--- config.mk ---
export PLATFORM = sky130hd
export DESIGN_NAME = binary_to_decimal_ascii
export DESIGN_NICKNAME = d
export VERILOG_FILES = /design/src/rtl/b2da_pkg.sv /design/src/rtl/b2da_front.sv /design/src/rtl/b2da_fifo.sv /design/src/rtl/b2da_div.sv /design/src/rtl/b2da_back.sv /design/src/rtl/binary_to_decimal_ascii.sv
export VERILOG_INCLUDE_DIRS = /design/src /design/src/rtl
export SDC_FILE = /design/constraint.sdc
export NUM_CORES = 2
export LEC_CHECK = 0
export ABC_CLOCK_PERIOD_IN_PS = 10600
export BUFFER_PORTS_ARGS = -buffer_cell sky130_fd_sc_hd__buf_4
export CAP_MARGIN = 20
export CORE_AREA = 2 2 319 321
export CTS_CLUSTER_DIAMETER = 50
export DETAILED_ROUTE_END_ITERATION = 8
export DIE_AREA = 0 0 321 323
export PLACE_DENSITY_LB_ADDON = 0.3
export SYNTH_ARGS = -nofsm -noshare
export SYNTH_HDL_FRONTEND = slang
export SYNTH_SLANG_ARGS = --single-unit
--- constraint.sdc ---
create_clock -name clk_i -period 10.6 [get_ports clk_i]
set_input_delay 0 -clock clk_i [delete_from_list [all_inputs] [get_ports clk_i]]
set_output_delay 0 -clock clk_i [all_outputs]
set_load 0.02 [all_outputs]
--- src/rtl/binary_to_decimal_ascii_macros.svh ---
// assertion macros shared by the decimal text converter
// needs clk_i and rst_ni in the module that uses them
`ifndef BINARY_TO_DECIMAL_ASCII_MACROS_SVH
`define BINARY_TO_DECIMAL_ASCII_MACROS_SVH

// same-cycle implication, idle during reset
`define B2DA_ASSERT_IMP(lbl, ante, cons, msg) \
  lbl: assert property (@(posedge clk_i) disable iff (!rst_ni) (ante) |-> (cons)) \
    else $error(msg);

// next-cycle implication, idle during reset
`define B2DA_ASSERT_NXT(lbl, ante, cons, msg) \
  lbl: assert property (@(posedge clk_i) disable iff (!rst_ni) (ante) |=> (cons)) \
    else $error(msg);

// condition that must never be seen
`define B2DA_ASSERT_NEVER(lbl, expr, msg) \
  `B2DA_ASSERT_IMP(lbl, 1'b1, !(expr), msg)

`endif

--- src/rtl/b2da_pkg.sv ---
// shared types, constants and the power-of-ten table for the decimal text converter
// no dependencies
package b2da_pkg;

  // width of power-of-ten values and of magnitudes compared against them
  localparam int PowW = 35;
  // width of a digit position index and of the digit count field
  localparam int PosW = 4;
  // depth of the queue between front and back
  localparam int QueueDepth = 2;

  localparam logic [7:0] CharZero  = 8'h30;
  localparam logic [7:0] CharMinus = 8'h2d;

  // classified item handed from front to back
  typedef struct packed {
    logic            neg;
    logic [31:0]     mag;
    logic [PosW-1:0] count;
    logic            blank;
    logic            ovf;
  } item_t;

  // 10 to the power n, held at 10 to the power 10 for n above 10
  function automatic logic [PowW-1:0] pow10(input logic [PosW-1:0] n);
    logic [PowW-1:0] r;
    unique case (n)
      4'd0:    r = 35'd1;
      4'd1:    r = 35'd10;
      4'd2:    r = 35'd100;
      4'd3:    r = 35'd1000;
      4'd4:    r = 35'd10000;
      4'd5:    r = 35'd100000;
      4'd6:    r = 35'd1000000;
      4'd7:    r = 35'd10000000;
      4'd8:    r = 35'd100000000;
      4'd9:    r = 35'd1000000000;
      4'd10:   r = 35'd10000000000;
      default: r = 35'd10000000000;
    endcase
    return r;
  endfunction

endpackage

--- src/rtl/b2da_front.sv ---
// front end: accepts numbers, takes the magnitude, saturates the count, flags overflow
// depends on b2da_pkg
module b2da_front #(
  parameter int MAX_DIGITS = 8
) (
  input  logic                   clk_i,
  input  logic                   rst_ni,
  input  logic                   push_i,
  output logic                   full_o,
  input  logic signed [31:0]     signed_value_i,
  input  logic [3:0]             digit_count_i,
  output logic                   q_push_o,
  output b2da_pkg::item_t        q_item_o,
  input  logic                   q_full_i
);
  import b2da_pkg::*;

  localparam logic [PosW-1:0] MaxCnt = PosW'(MAX_DIGITS);

  logic            valid_q, valid_d;
  logic            neg_q, neg_d;
  logic [31:0]     mag_q, mag_d;
  logic [PosW-1:0] count_q, count_d;
  logic            blank_q, blank_d;
  logic            accept;

  // stage holds one item until the queue takes it
  assign full_o   = valid_q && q_full_i;
  assign accept   = push_i && !full_o;
  assign q_push_o = valid_q && !q_full_i;

  // sign, magnitude and count saturation
  always_comb begin
    neg_d   = signed_value_i[31];
    mag_d   = neg_d ? (~signed_value_i + 32'd1) : signed_value_i;
    count_d = digit_count_i;
    blank_d = 1'b0;
    if (digit_count_i == '0) begin
      count_d = MaxCnt;
      blank_d = 1'b1;
    end else if (digit_count_i > MaxCnt) begin
      count_d = MaxCnt;
    end
    valid_d = accept || (valid_q && q_full_i);
  end

  always_ff @(posedge clk_i or negedge rst_ni) begin
    if (!rst_ni) begin
      valid_q <= 1'b0;
    end else begin
      valid_q <= valid_d;
    end
  end

  always_ff @(posedge clk_i) begin
    if (accept) begin
      neg_q   <= neg_d;
      mag_q   <= mag_d;
      count_q <= count_d;
      blank_q <= blank_d;
    end
  end

  // overflow check against 10 to the number of positions
  always_comb begin
    q_item_o.neg   = neg_q;
    q_item_o.mag   = mag_q;
    q_item_o.count = count_q;
    q_item_o.blank = blank_q;
    q_item_o.ovf   = {{(PowW-32){1'b0}}, mag_q} >= pow10(count_q);
  end

endmodule

--- src/rtl/b2da_fifo.sv ---
// short register queue between front and back
// depends on b2da_pkg and the assertion macros
`include "binary_to_decimal_ascii_macros.svh"
module b2da_fifo (
  input  logic            clk_i,
  input  logic            rst_ni,
  input  logic            push_i,
  input  b2da_pkg::item_t item_i,
  output logic            full_o,
  input  logic            pop_i,
  output b2da_pkg::item_t item_o,
  output logic            empty_o
);
  import b2da_pkg::*;

  localparam int PtrW = (QueueDepth > 1) ? $clog2(QueueDepth) : 1;
  localparam int CntW = $clog2(QueueDepth + 1);
  localparam logic [CntW-1:0] DepthCnt = CntW'(QueueDepth);
  localparam logic [PtrW-1:0] LastPtr  = PtrW'(QueueDepth - 1);

  item_t           mem_q [QueueDepth];
  logic [PtrW-1:0] wr_ptr_q, rd_ptr_q;
  logic [CntW-1:0] cnt_q;

  assign full_o  = (cnt_q == DepthCnt);
  assign empty_o = (cnt_q == '0);
  assign item_o  = mem_q[rd_ptr_q];

  // pointers and fill count
  always_ff @(posedge clk_i or negedge rst_ni) begin
    if (!rst_ni) begin
      wr_ptr_q <= '0;
      rd_ptr_q <= '0;
      cnt_q    <= '0;
    end else begin
      if (push_i) begin
        wr_ptr_q <= (wr_ptr_q == LastPtr) ? '0 : wr_ptr_q + 1'b1;
      end
      if (pop_i) begin
        rd_ptr_q <= (rd_ptr_q == LastPtr) ? '0 : rd_ptr_q + 1'b1;
      end
      if (push_i && !pop_i) begin
        cnt_q <= cnt_q + 1'b1;
      end else if (pop_i && !push_i) begin
        cnt_q <= cnt_q - 1'b1;
      end
    end
  end

  // storage
  always_ff @(posedge clk_i) begin
    if (push_i) begin
      mem_q[wr_ptr_q] <= item_i;
    end
  end

  `B2DA_ASSERT_NEVER(a_no_push_full, push_i && full_o, "queue written while full")
  `B2DA_ASSERT_NEVER(a_no_pop_empty, pop_i && empty_o, "queue read while empty")
  `B2DA_ASSERT_NEVER(a_cnt_range, cnt_q > DepthCnt, "queue fill count out of range")

endmodule

--- src/rtl/b2da_div.sv ---
// decimal compare-and-subtract unit for the leading position of an oversized number
// depends on b2da_pkg
module b2da_div (
  input  logic                      clk_i,
  input  logic                      rst_ni,
  input  logic                      start_i,
  input  logic [31:0]               dividend_i,
  input  logic [b2da_pkg::PosW-1:0] pos_i,
  output logic                      done_o,
  output logic [7:0]                quot_o,
  output logic [31:0]               rem_o
);
  import b2da_pkg::*;

  // highest decimal position a 32-bit magnitude can reach
  localparam logic [PosW-1:0] TopPos = PosW'(9);

  logic            busy_q;
  logic            done_q;
  logic [PosW-1:0] pos_q;
  logic [PosW-1:0] stop_q;
  logic [31:0]     mag_q;
  logic [7:0]      quot_q, quot_d;
  logic [PowW-1:0] pw;
  logic [PowW-1:0] mag_ext;
  logic [PowW-1:0] kp [10];
  logic [PowW-1:0] rem_ext;
  logic [3:0]      digit;

  assign pw      = pow10(pos_q);
  assign mag_ext = {{(PowW-32){1'b0}}, mag_q};

  // one decimal digit per cycle from the top position down, quotient kept modulo 256
  always_comb begin
    digit = '0;
    for (int k = 0; k < 10; k++) begin
      kp[k] = pw * PowW'(k);
    end
    for (int k = 1; k < 10; k++) begin
      if (mag_ext >= kp[k]) begin
        digit = 4'(k);
      end
    end
    rem_ext = mag_ext - kp[digit];
    quot_d  = (quot_q << 3) + (quot_q << 1) + {4'd0, digit};
  end

  // run from the top position to the leading position of the number
  always_ff @(posedge clk_i or negedge rst_ni) begin
    if (!rst_ni) begin
      busy_q <= 1'b0;
      done_q <= 1'b0;
    end else begin
      done_q <= 1'b0;
      if (start_i) begin
        busy_q <= 1'b1;
      end else if (busy_q && (pos_q == stop_q)) begin
        busy_q <= 1'b0;
        done_q <= 1'b1;
      end
    end
  end

  always_ff @(posedge clk_i) begin
    if (start_i) begin
      mag_q  <= dividend_i;
      pos_q  <= TopPos;
      stop_q <= pos_i;
      quot_q <= '0;
    end else if (busy_q) begin
      mag_q  <= rem_ext[31:0];
      quot_q <= quot_d;
      if (pos_q != stop_q) begin
        pos_q <= pos_q - 1'b1;
      end
    end
  end

  assign done_o = done_q;
  assign quot_o = quot_q;
  assign rem_o  = mag_q;

endmodule

--- src/rtl/b2da_back.sv ---
// back end: walks the digit positions of one number and feeds the result register
// depends on b2da_pkg, b2da_div and the assertion macros
`include "binary_to_decimal_ascii_macros.svh"
module b2da_back (
  input  logic            clk_i,
  input  logic            rst_ni,
  input  b2da_pkg::item_t q_item_i,
  input  logic            q_empty_i,
  output logic            q_pop_o,
  output logic            empty_o,
  input  logic            pop_i,
  output logic [7:0]      character_o,
  output logic            last_o,
  output logic            overflow_o
);
  import b2da_pkg::*;

  typedef enum logic [3:0] {
    S_IDLE  = 4'b0001,
    S_SIGN  = 4'b0010,
    S_DIV   = 4'b0100,
    S_DIGIT = 4'b1000
  } state_e;

  state_e          state_q, state_d;
  logic [31:0]     mag_q, mag_d;
  logic [PosW-1:0] pos_q, pos_d;
  logic            show_q, show_d;
  logic            ovf_q, ovf_d;
  logic            lead_q, lead_d;
  logic [7:0]      lead_char_q, lead_char_d;
  logic            launched_q, launched_d;

  logic            out_valid_q;
  logic [7:0]      out_char_q;
  logic            out_last_q;
  logic            out_ovf_q;
  logic            slot_free;
  logic            out_push;
  logic [7:0]      out_char_d;
  logic            out_last_d;

  logic            div_start;
  logic            div_done;
  logic [7:0]      div_quot;
  logic [31:0]     div_rem;

  logic [PowW-1:0] pw;
  logic [PowW-1:0] mag_ext;
  logic [PowW-1:0] kp [10];
  logic [3:0]      digit;
  logic [7:0]      cval;
  logic            emit;

  assign slot_free = !out_valid_q || pop_i;
  assign mag_ext   = {{(PowW-32){1'b0}}, mag_q};
  assign pw        = pow10(pos_q);

  // digit of the current position from parallel compares with its multiples
  always_comb begin
    digit = '0;
    for (int k = 0; k < 10; k++) begin
      kp[k] = pw * PowW'(k);
    end
    for (int k = 1; k < 10; k++) begin
      if (mag_ext >= kp[k]) begin
        digit = 4'(k);
      end
    end
    cval = lead_q ? lead_char_q : {4'd0, digit};
    emit = show_q || (cval != '0) || (pos_q == '0);
  end

  // sequencer
  always_comb begin
    state_d     = state_q;
    mag_d       = mag_q;
    pos_d       = pos_q;
    show_d      = show_q;
    ovf_d       = ovf_q;
    lead_d      = lead_q;
    lead_char_d = lead_char_q;
    launched_d  = launched_q;
    q_pop_o     = 1'b0;
    div_start   = 1'b0;
    out_push    = 1'b0;
    out_char_d  = CharMinus;
    out_last_d  = 1'b0;
    unique case (state_q)
      S_IDLE: begin
        if (!q_empty_i) begin
          q_pop_o = 1'b1;
          mag_d   = q_item_i.mag;
          pos_d   = q_item_i.count - 1'b1;
          show_d  = !q_item_i.blank;
          ovf_d   = q_item_i.ovf;
          lead_d  = 1'b0;
          if (q_item_i.neg) begin
            state_d = S_SIGN;
          end else if (q_item_i.ovf) begin
            state_d = S_DIV;
          end else begin
            state_d = S_DIGIT;
          end
        end
      end
      S_SIGN: begin
        if (slot_free) begin
          out_push = 1'b1;
          state_d  = ovf_q ? S_DIV : S_DIGIT;
        end
      end
      S_DIV: begin
        div_start = !launched_q;
        if (div_start) begin
          launched_d = 1'b1;
        end
        if (div_done) begin
          launched_d  = 1'b0;
          mag_d       = div_rem;
          lead_char_d = div_quot;
          lead_d      = 1'b1;
          state_d     = S_DIGIT;
        end
      end
      S_DIGIT: begin
        if (slot_free) begin
          out_push   = emit;
          out_char_d = cval + CharZero;
          out_last_d = (pos_q == '0);
          if (emit) begin
            show_d = 1'b1;
          end
          if (!lead_q) begin
            mag_d = 32'(mag_ext - kp[digit]);
          end
          lead_d = 1'b0;
          if (pos_q == '0) begin
            state_d = S_IDLE;
          end else begin
            pos_d = pos_q - 1'b1;
          end
        end
      end
      default: begin
        state_d = S_IDLE;
      end
    endcase
  end

  always_ff @(posedge clk_i or negedge rst_ni) begin
    if (!rst_ni) begin
      state_q     <= S_IDLE;
      launched_q  <= 1'b0;
      out_valid_q <= 1'b0;
    end else begin
      state_q    <= state_d;
      launched_q <= launched_d;
      if (out_push) begin
        out_valid_q <= 1'b1;
      end else if (pop_i) begin
        out_valid_q <= 1'b0;
      end
    end
  end

  // working registers and result register
  always_ff @(posedge clk_i) begin
    mag_q       <= mag_d;
    pos_q       <= pos_d;
    show_q      <= show_d;
    ovf_q       <= ovf_d;
    lead_q      <= lead_d;
    lead_char_q <= lead_char_d;
    if (out_push) begin
      out_char_q <= out_char_d;
      out_last_q <= out_last_d;
      out_ovf_q  <= ovf_q;
    end
  end

  b2da_div u_div (
    .clk_i      (clk_i),
    .rst_ni     (rst_ni),
    .start_i    (div_start),
    .dividend_i (mag_q),
    .pos_i      (pos_q),
    .done_o     (div_done),
    .quot_o     (div_quot),
    .rem_o      (div_rem)
  );

  assign empty_o     = !out_valid_q;
  assign character_o = out_char_q;
  assign last_o      = out_last_q;
  assign overflow_o  = out_ovf_q;

  `B2DA_ASSERT_IMP(a_digit_fits, (state_q == S_DIGIT) && !lead_q, mag_ext < pow10(pos_q + 1'b1), "remaining magnitude exceeds current position")
  `B2DA_ASSERT_IMP(a_div_only_ovf, div_start, ovf_q, "divider started for a number that fits")
  `B2DA_ASSERT_NXT(a_last_ends, out_push && out_last_d, state_q == S_IDLE, "sequencer busy after final character")

endmodule

--- src/rtl/binary_to_decimal_ascii.sv ---
// Signed 32-bit integer to decimal ASCII text, one character per item on the result side.
// A number enters through a one-item classify stage and a two-entry queue, so the next
// number is taken while the current one is still being spelt out. The back end loads a
// number, emits a minus sign if it is negative, and then visits every digit position
// (including blanked leading positions) from the most significant down. A magnitude too
// large for its positions first has its leading quotient built one decimal digit per
// cycle in the divider, from the ten-digit position down. The character rate is one per
// cycle while pop is held high and a character is ready; none comes while a number is
// loaded, a blanked position is skipped or the divider runs. The back-end digit loop
// sets the sustained number rate.
// depends on b2da_pkg, b2da_front, b2da_fifo, b2da_back
module binary_to_decimal_ascii #(
  parameter int MAX_DIGITS = 8
) (
  input  logic               clk_i,
  input  logic               rst_ni,
  input  logic               push,
  output logic               full,
  input  logic signed [31:0] signed_value_i,
  input  logic [3:0]         digit_count_i,
  output logic               empty,
  input  logic               pop,
  output logic [7:0]         character_o,
  output logic               last_o,
  output logic               overflow_o
);
  import b2da_pkg::*;

  item_t q_in_item, q_out_item;
  logic  q_push, q_full, q_pop, q_empty;

  // classify stage
  b2da_front #(
    .MAX_DIGITS (MAX_DIGITS)
  ) u_front (
    .clk_i          (clk_i),
    .rst_ni         (rst_ni),
    .push_i         (push),
    .full_o         (full),
    .signed_value_i (signed_value_i),
    .digit_count_i  (digit_count_i),
    .q_push_o       (q_push),
    .q_item_o       (q_in_item),
    .q_full_i       (q_full)
  );

  // decoupling queue
  b2da_fifo u_fifo (
    .clk_i   (clk_i),
    .rst_ni  (rst_ni),
    .push_i  (q_push),
    .item_i  (q_in_item),
    .full_o  (q_full),
    .pop_i   (q_pop),
    .item_o  (q_out_item),
    .empty_o (q_empty)
  );

  // digit sequencer and result register
  b2da_back u_back (
    .clk_i       (clk_i),
    .rst_ni      (rst_ni),
    .q_item_i    (q_out_item),
    .q_empty_i   (q_empty),
    .q_pop_o     (q_pop),
    .empty_o     (empty),
    .pop_i       (pop),
    .character_o (character_o),
    .last_o      (last_o),
    .overflow_o  (overflow_o)
  );

endmodule
==> metrics.json <==
{
  "critical-path-max-stage-delay_ns": 0.50,
  "post_synth.cell_area_avg_sq_um": 8.68,
  "yosysUniqueCellTypes": 108,
  "grt_overflow": 0,
  "worstHoldPathType": "in2reg",
  "routed_via_density": 6.30,
  "detail_route.first_pass.iterations": 6,
  "synth_fp_nets": 6354,
  "wire_length_of_the_first_global_routing_pass_microns": 245000,
  "filler_cell_count": 9538,
  "clk-insertion-delay-late_ns": 0.63,
  "clk_transition_reported_paths_ns": 0.06,
  "timing.slew.headroom": 0.235,
  "worst_pin_slew_ns": 1.13,
  "initial_util": 0.454,
  "period_minus_slack_ns": 10.14,
  "synth-seq-cells": 312,
  "cts.path.max_buffers": 3,
  "max_cap_violations": 0,
  "cpMaxStageDelayCell": "sky130_fd_sc_hd__dfxtp_2",
  "number_of_enable_flip_flop_cells_after_synthesis": 209,
  "top_library_cells_by_usage_in_the_layout_fill_and_taps_aside": "977 x sky130_fd_sc_hd__ha_1, 488 x sky130_fd_sc_hd__a21oi_1, 328 x sky130_fd_sc_hd__nand2_1",
  "grt_antenna_before_repair": 1,
  "core_region_area_sq_mm": 0.101,
  "post-route-util": 0.506,
  "crit-reg2reg-launch": "u_back.pw[29]$_SDFF_PN0_",
  "endpoint_kind": "flop",
  "global_route.usage.met3": 0.0368,
  "fp.dieH_microns": 323,
  "criticalPathCategory": "reg2reg",
  "max_freq_ghz": 0.0986,
  "drt_wl_total_microns": 162000,
  "grt_util_met1": 0.419,
  "seq_area_sq_mm": 0.00842,
  "syn_inst": 5273,
  "post_synth_instance_area_sq_mm": 0.0457,
  "final.period_utilization": 0.956,
  "post-route-drc-count": 0,
  "detailedRoute.firstIterationViolations": 3896,
  "final_hold_viol_count": 0,
  "timing.hold.worst_endpoint": "u_front.valid_q$_DFF_PN0_",
  "dominantRegCellSynth": "sky130_fd_sc_hd__edfxtp_1",
  "clock_sink_total": 312,
  "synthArstFlopShare": 0.0417,
  "cp_data_required_time_ns": 10.97,
  "flow.area_growth_from_synthesis_pct": 11.4,
  "worst_ep_arrival_time_ns": 10.51,
  "dp_hpwl_microns": 131000,
  "multiInputGateArea_sq_mm": 0.0359,
  "synth_top_cell_by_area": "sky130_fd_sc_hd__ha_1",
  "design_area_sq_mm": 0.0509,
  "cts_buffers": 45,
  "critical_path.startpoint_type": "flop",
  "r2r-end": "u_back.mag_q[31]$_DFFE_PP_",
  "report.final.slew_viol_count": 0,
  "critPathMaxFanout": 50,
  "die_w_microns": 321,
  "global_route.peak_usage_layer": "met2",
  "grtUsageMet2": 0.480,
  "postPlaceCellArea_sq_mm": 0.0485,
  "grt_pass1_vias": 40692,
  "hold_depth": 3,
  "final_common_cell": "sky130_fd_sc_hd__ha_1",
  "place.gp.congestion": 1.04,
  "placementRows": 117,
  "globalRouteTotalUtil": 0.304,
  "synthDominantCellAreaShare": 0.267,
  "cts_tree": "done",
  "share_of_cells_above_drive_strength_1": 0.0849,
  "grt_start_max_net_pins": 62,
  "clock_root_cell": "sky130_fd_sc_hd__clkbuf_16",
  "place.port_buffers": 51,
  "finalClockSkew_ns": 0.0405,
  "worstHoldStart": "push",
  "die-area_sq_mm": 0.104,
  "r2r_slack_ns": 0.46,
  "num_vias": 43038,
  "design.portCount": 52,
  "result_of_the_run": "finished, final reports clean",
  "most_common_cell_type_on_the_critical_path": "sky130_fd_sc_hd__ha_1",
  "final_nets": 6566,
  "inserted_diodes": 0,
  "synth-seq-area-share": 0.184,
  "ff2ff_path_depth": 41,
  "final_setup_violation_count": 0,
  "clock_tree.htree_level_count": 2,
  "fin_setup_tns_ns": 0,
  "wl_per_cell_microns": 23.7,
  "yosys_warnings": 0,
  "postRouteAntennaNets": 0,
  "synth.area.top_cells": "sky130_fd_sc_hd__ha_1 27%, sky130_fd_sc_hd__edfxtp_1 14%, sky130_fd_sc_hd__a21oi_1 5.4%"
}
-- flip-flops by register name, summed over array words and instances (netlist names), 8 cells and up, named ones only --
name                 flops
u_back.character_o       8
u_front.mag_q           32
u_back.u_div.quot_o      8
u_back.u_div.rem_o      32
u_back.mag_q            32
u_fifo.mem_q            78
u_back.u_div.pw         26
u_back.pw               26
u_back.lead_char_q       8
-- worst max-delay path by stage --
stage | cells past startpoint | start | endpoint
2_1_floorplan | 42 | u_back.pw[29]$_SDFF_PN0_ | u_back.mag_q[31]$_DFFE_PP_
3_3_place_gp | 47 | u_back.pw[3]$_SDFF_PP0_ | u_back.mag_q[31]$_DFFE_PP_
3_5_place_dp | 41 | u_back.pw[29]$_SDFF_PN0_ | u_back.mag_q[31]$_DFFE_PP_
4_1_cts | 44 | u_back.u_div.pw[2]$_SDFF_PP0_ | u_back.u_div.rem_o[31]$_DFFE_PP_
5_1_grt | 43 | u_back.pw[8]$_DFF_P_ | u_back.mag_q[31]$_DFFE_PP_
6_report | 41 | u_back.pw[29]$_SDFF_PN0_ | u_back.mag_q[31]$_DFFE_PP_
-- stage by stage --
step                      worst slack (ns)  hold WS, ns  instances
after detailed placement           -0.0308       -0.137       6672
after CTS                           0.0513        0.113       6821
after floorplan                       1.43       -0.296       5273
after global placement             -0.0774       -0.139       6672
after global routing               -0.0730        0.138       6831
final                                0.463        0.126       6831
-- layer usage --
metal  vias to the layer above  share of wire
met1                     20602           0.45
met3                       341          0.072
met4                         0          0.048
met2                      1702           0.43
met5                         -              0
li1                      20393              -
-- critical path: cells and delay by family, from the launching register on --
family | cells | cell delay (ns)
AO/OA/AOI/OAI | 24 | 5.61
buffers and inverters | 5 | 1.09
adder cells (fa/ha/maj) | 4 | 1.20
AND/OR/NAND/NOR | 7 | 1.20
flip-flops | 1 | 0.50
multiplexers | 1 | 0.26
-- final cells by class --
type	count	share of cell area
flip-flops and latches	312	0.165
clock buffers	55	0.0238
clock inverters	29	0.00651
multi-input cells	4563	0.704
repair buffers	288	0.0474
inverters	275	0.0205
well taps	1309	0.0321
-- what timing repair did --
action / CTS / global route
gates cloned: 0 / 1
hold endpoints to repair: 60 / 0
buffers inserted: 0 / 7
hold buffers: 65 / 0
resized for setup: 1 / 46
setup endpoints to repair: 2 / 30
pin swaps: 0 / 5
-- logic make-up after synthesis --
family,after synthesis,share of synthesized area
buffers and inverters,399,0.0363
XOR/XNOR,307,0.0588
adder cells (fa/ha/maj),1041,0.295
flip-flops,312,0.184
AO/OA/AOI/OAI,1715,0.248
AND/OR/NAND/NOR,1372,0.150
multiplexers,127,0.0284
-- cells in the mapped netlist, types with 64 or more instances --
master	instances
sky130_fd_sc_hd__a21oi_1	493
sky130_fd_sc_hd__a211oi_1	70
sky130_fd_sc_hd__ha_1	977
sky130_fd_sc_hd__nor3_1	119
sky130_fd_sc_hd__nor2b_1	74
sky130_fd_sc_hd__xnor2_1	178
sky130_fd_sc_hd__dfxtp_1	90
sky130_fd_sc_hd__nand4_1	102
sky130_fd_sc_hd__o211ai_1	67
sky130_fd_sc_hd__nor2_1	317
sky130_fd_sc_hd__inv_1	270
sky130_fd_sc_hd__fa_1	64
sky130_fd_sc_hd__mux2i_1	104
sky130_fd_sc_hd__nand2_1	328
sky130_fd_sc_hd__a21o_1	258
sky130_fd_sc_hd__xor2_1	129
sky130_fd_sc_hd__edfxtp_1	209
sky130_fd_sc_hd__o21a_1	71
sky130_fd_sc_hd__nand2b_1	82
sky130_fd_sc_hd__o21ai_0	317
sky130_fd_sc_hd__nand3_1	116
Power is not shown: default switching activity piles up to over one toggle a cycle in this logic, so the estimate is an artifact.
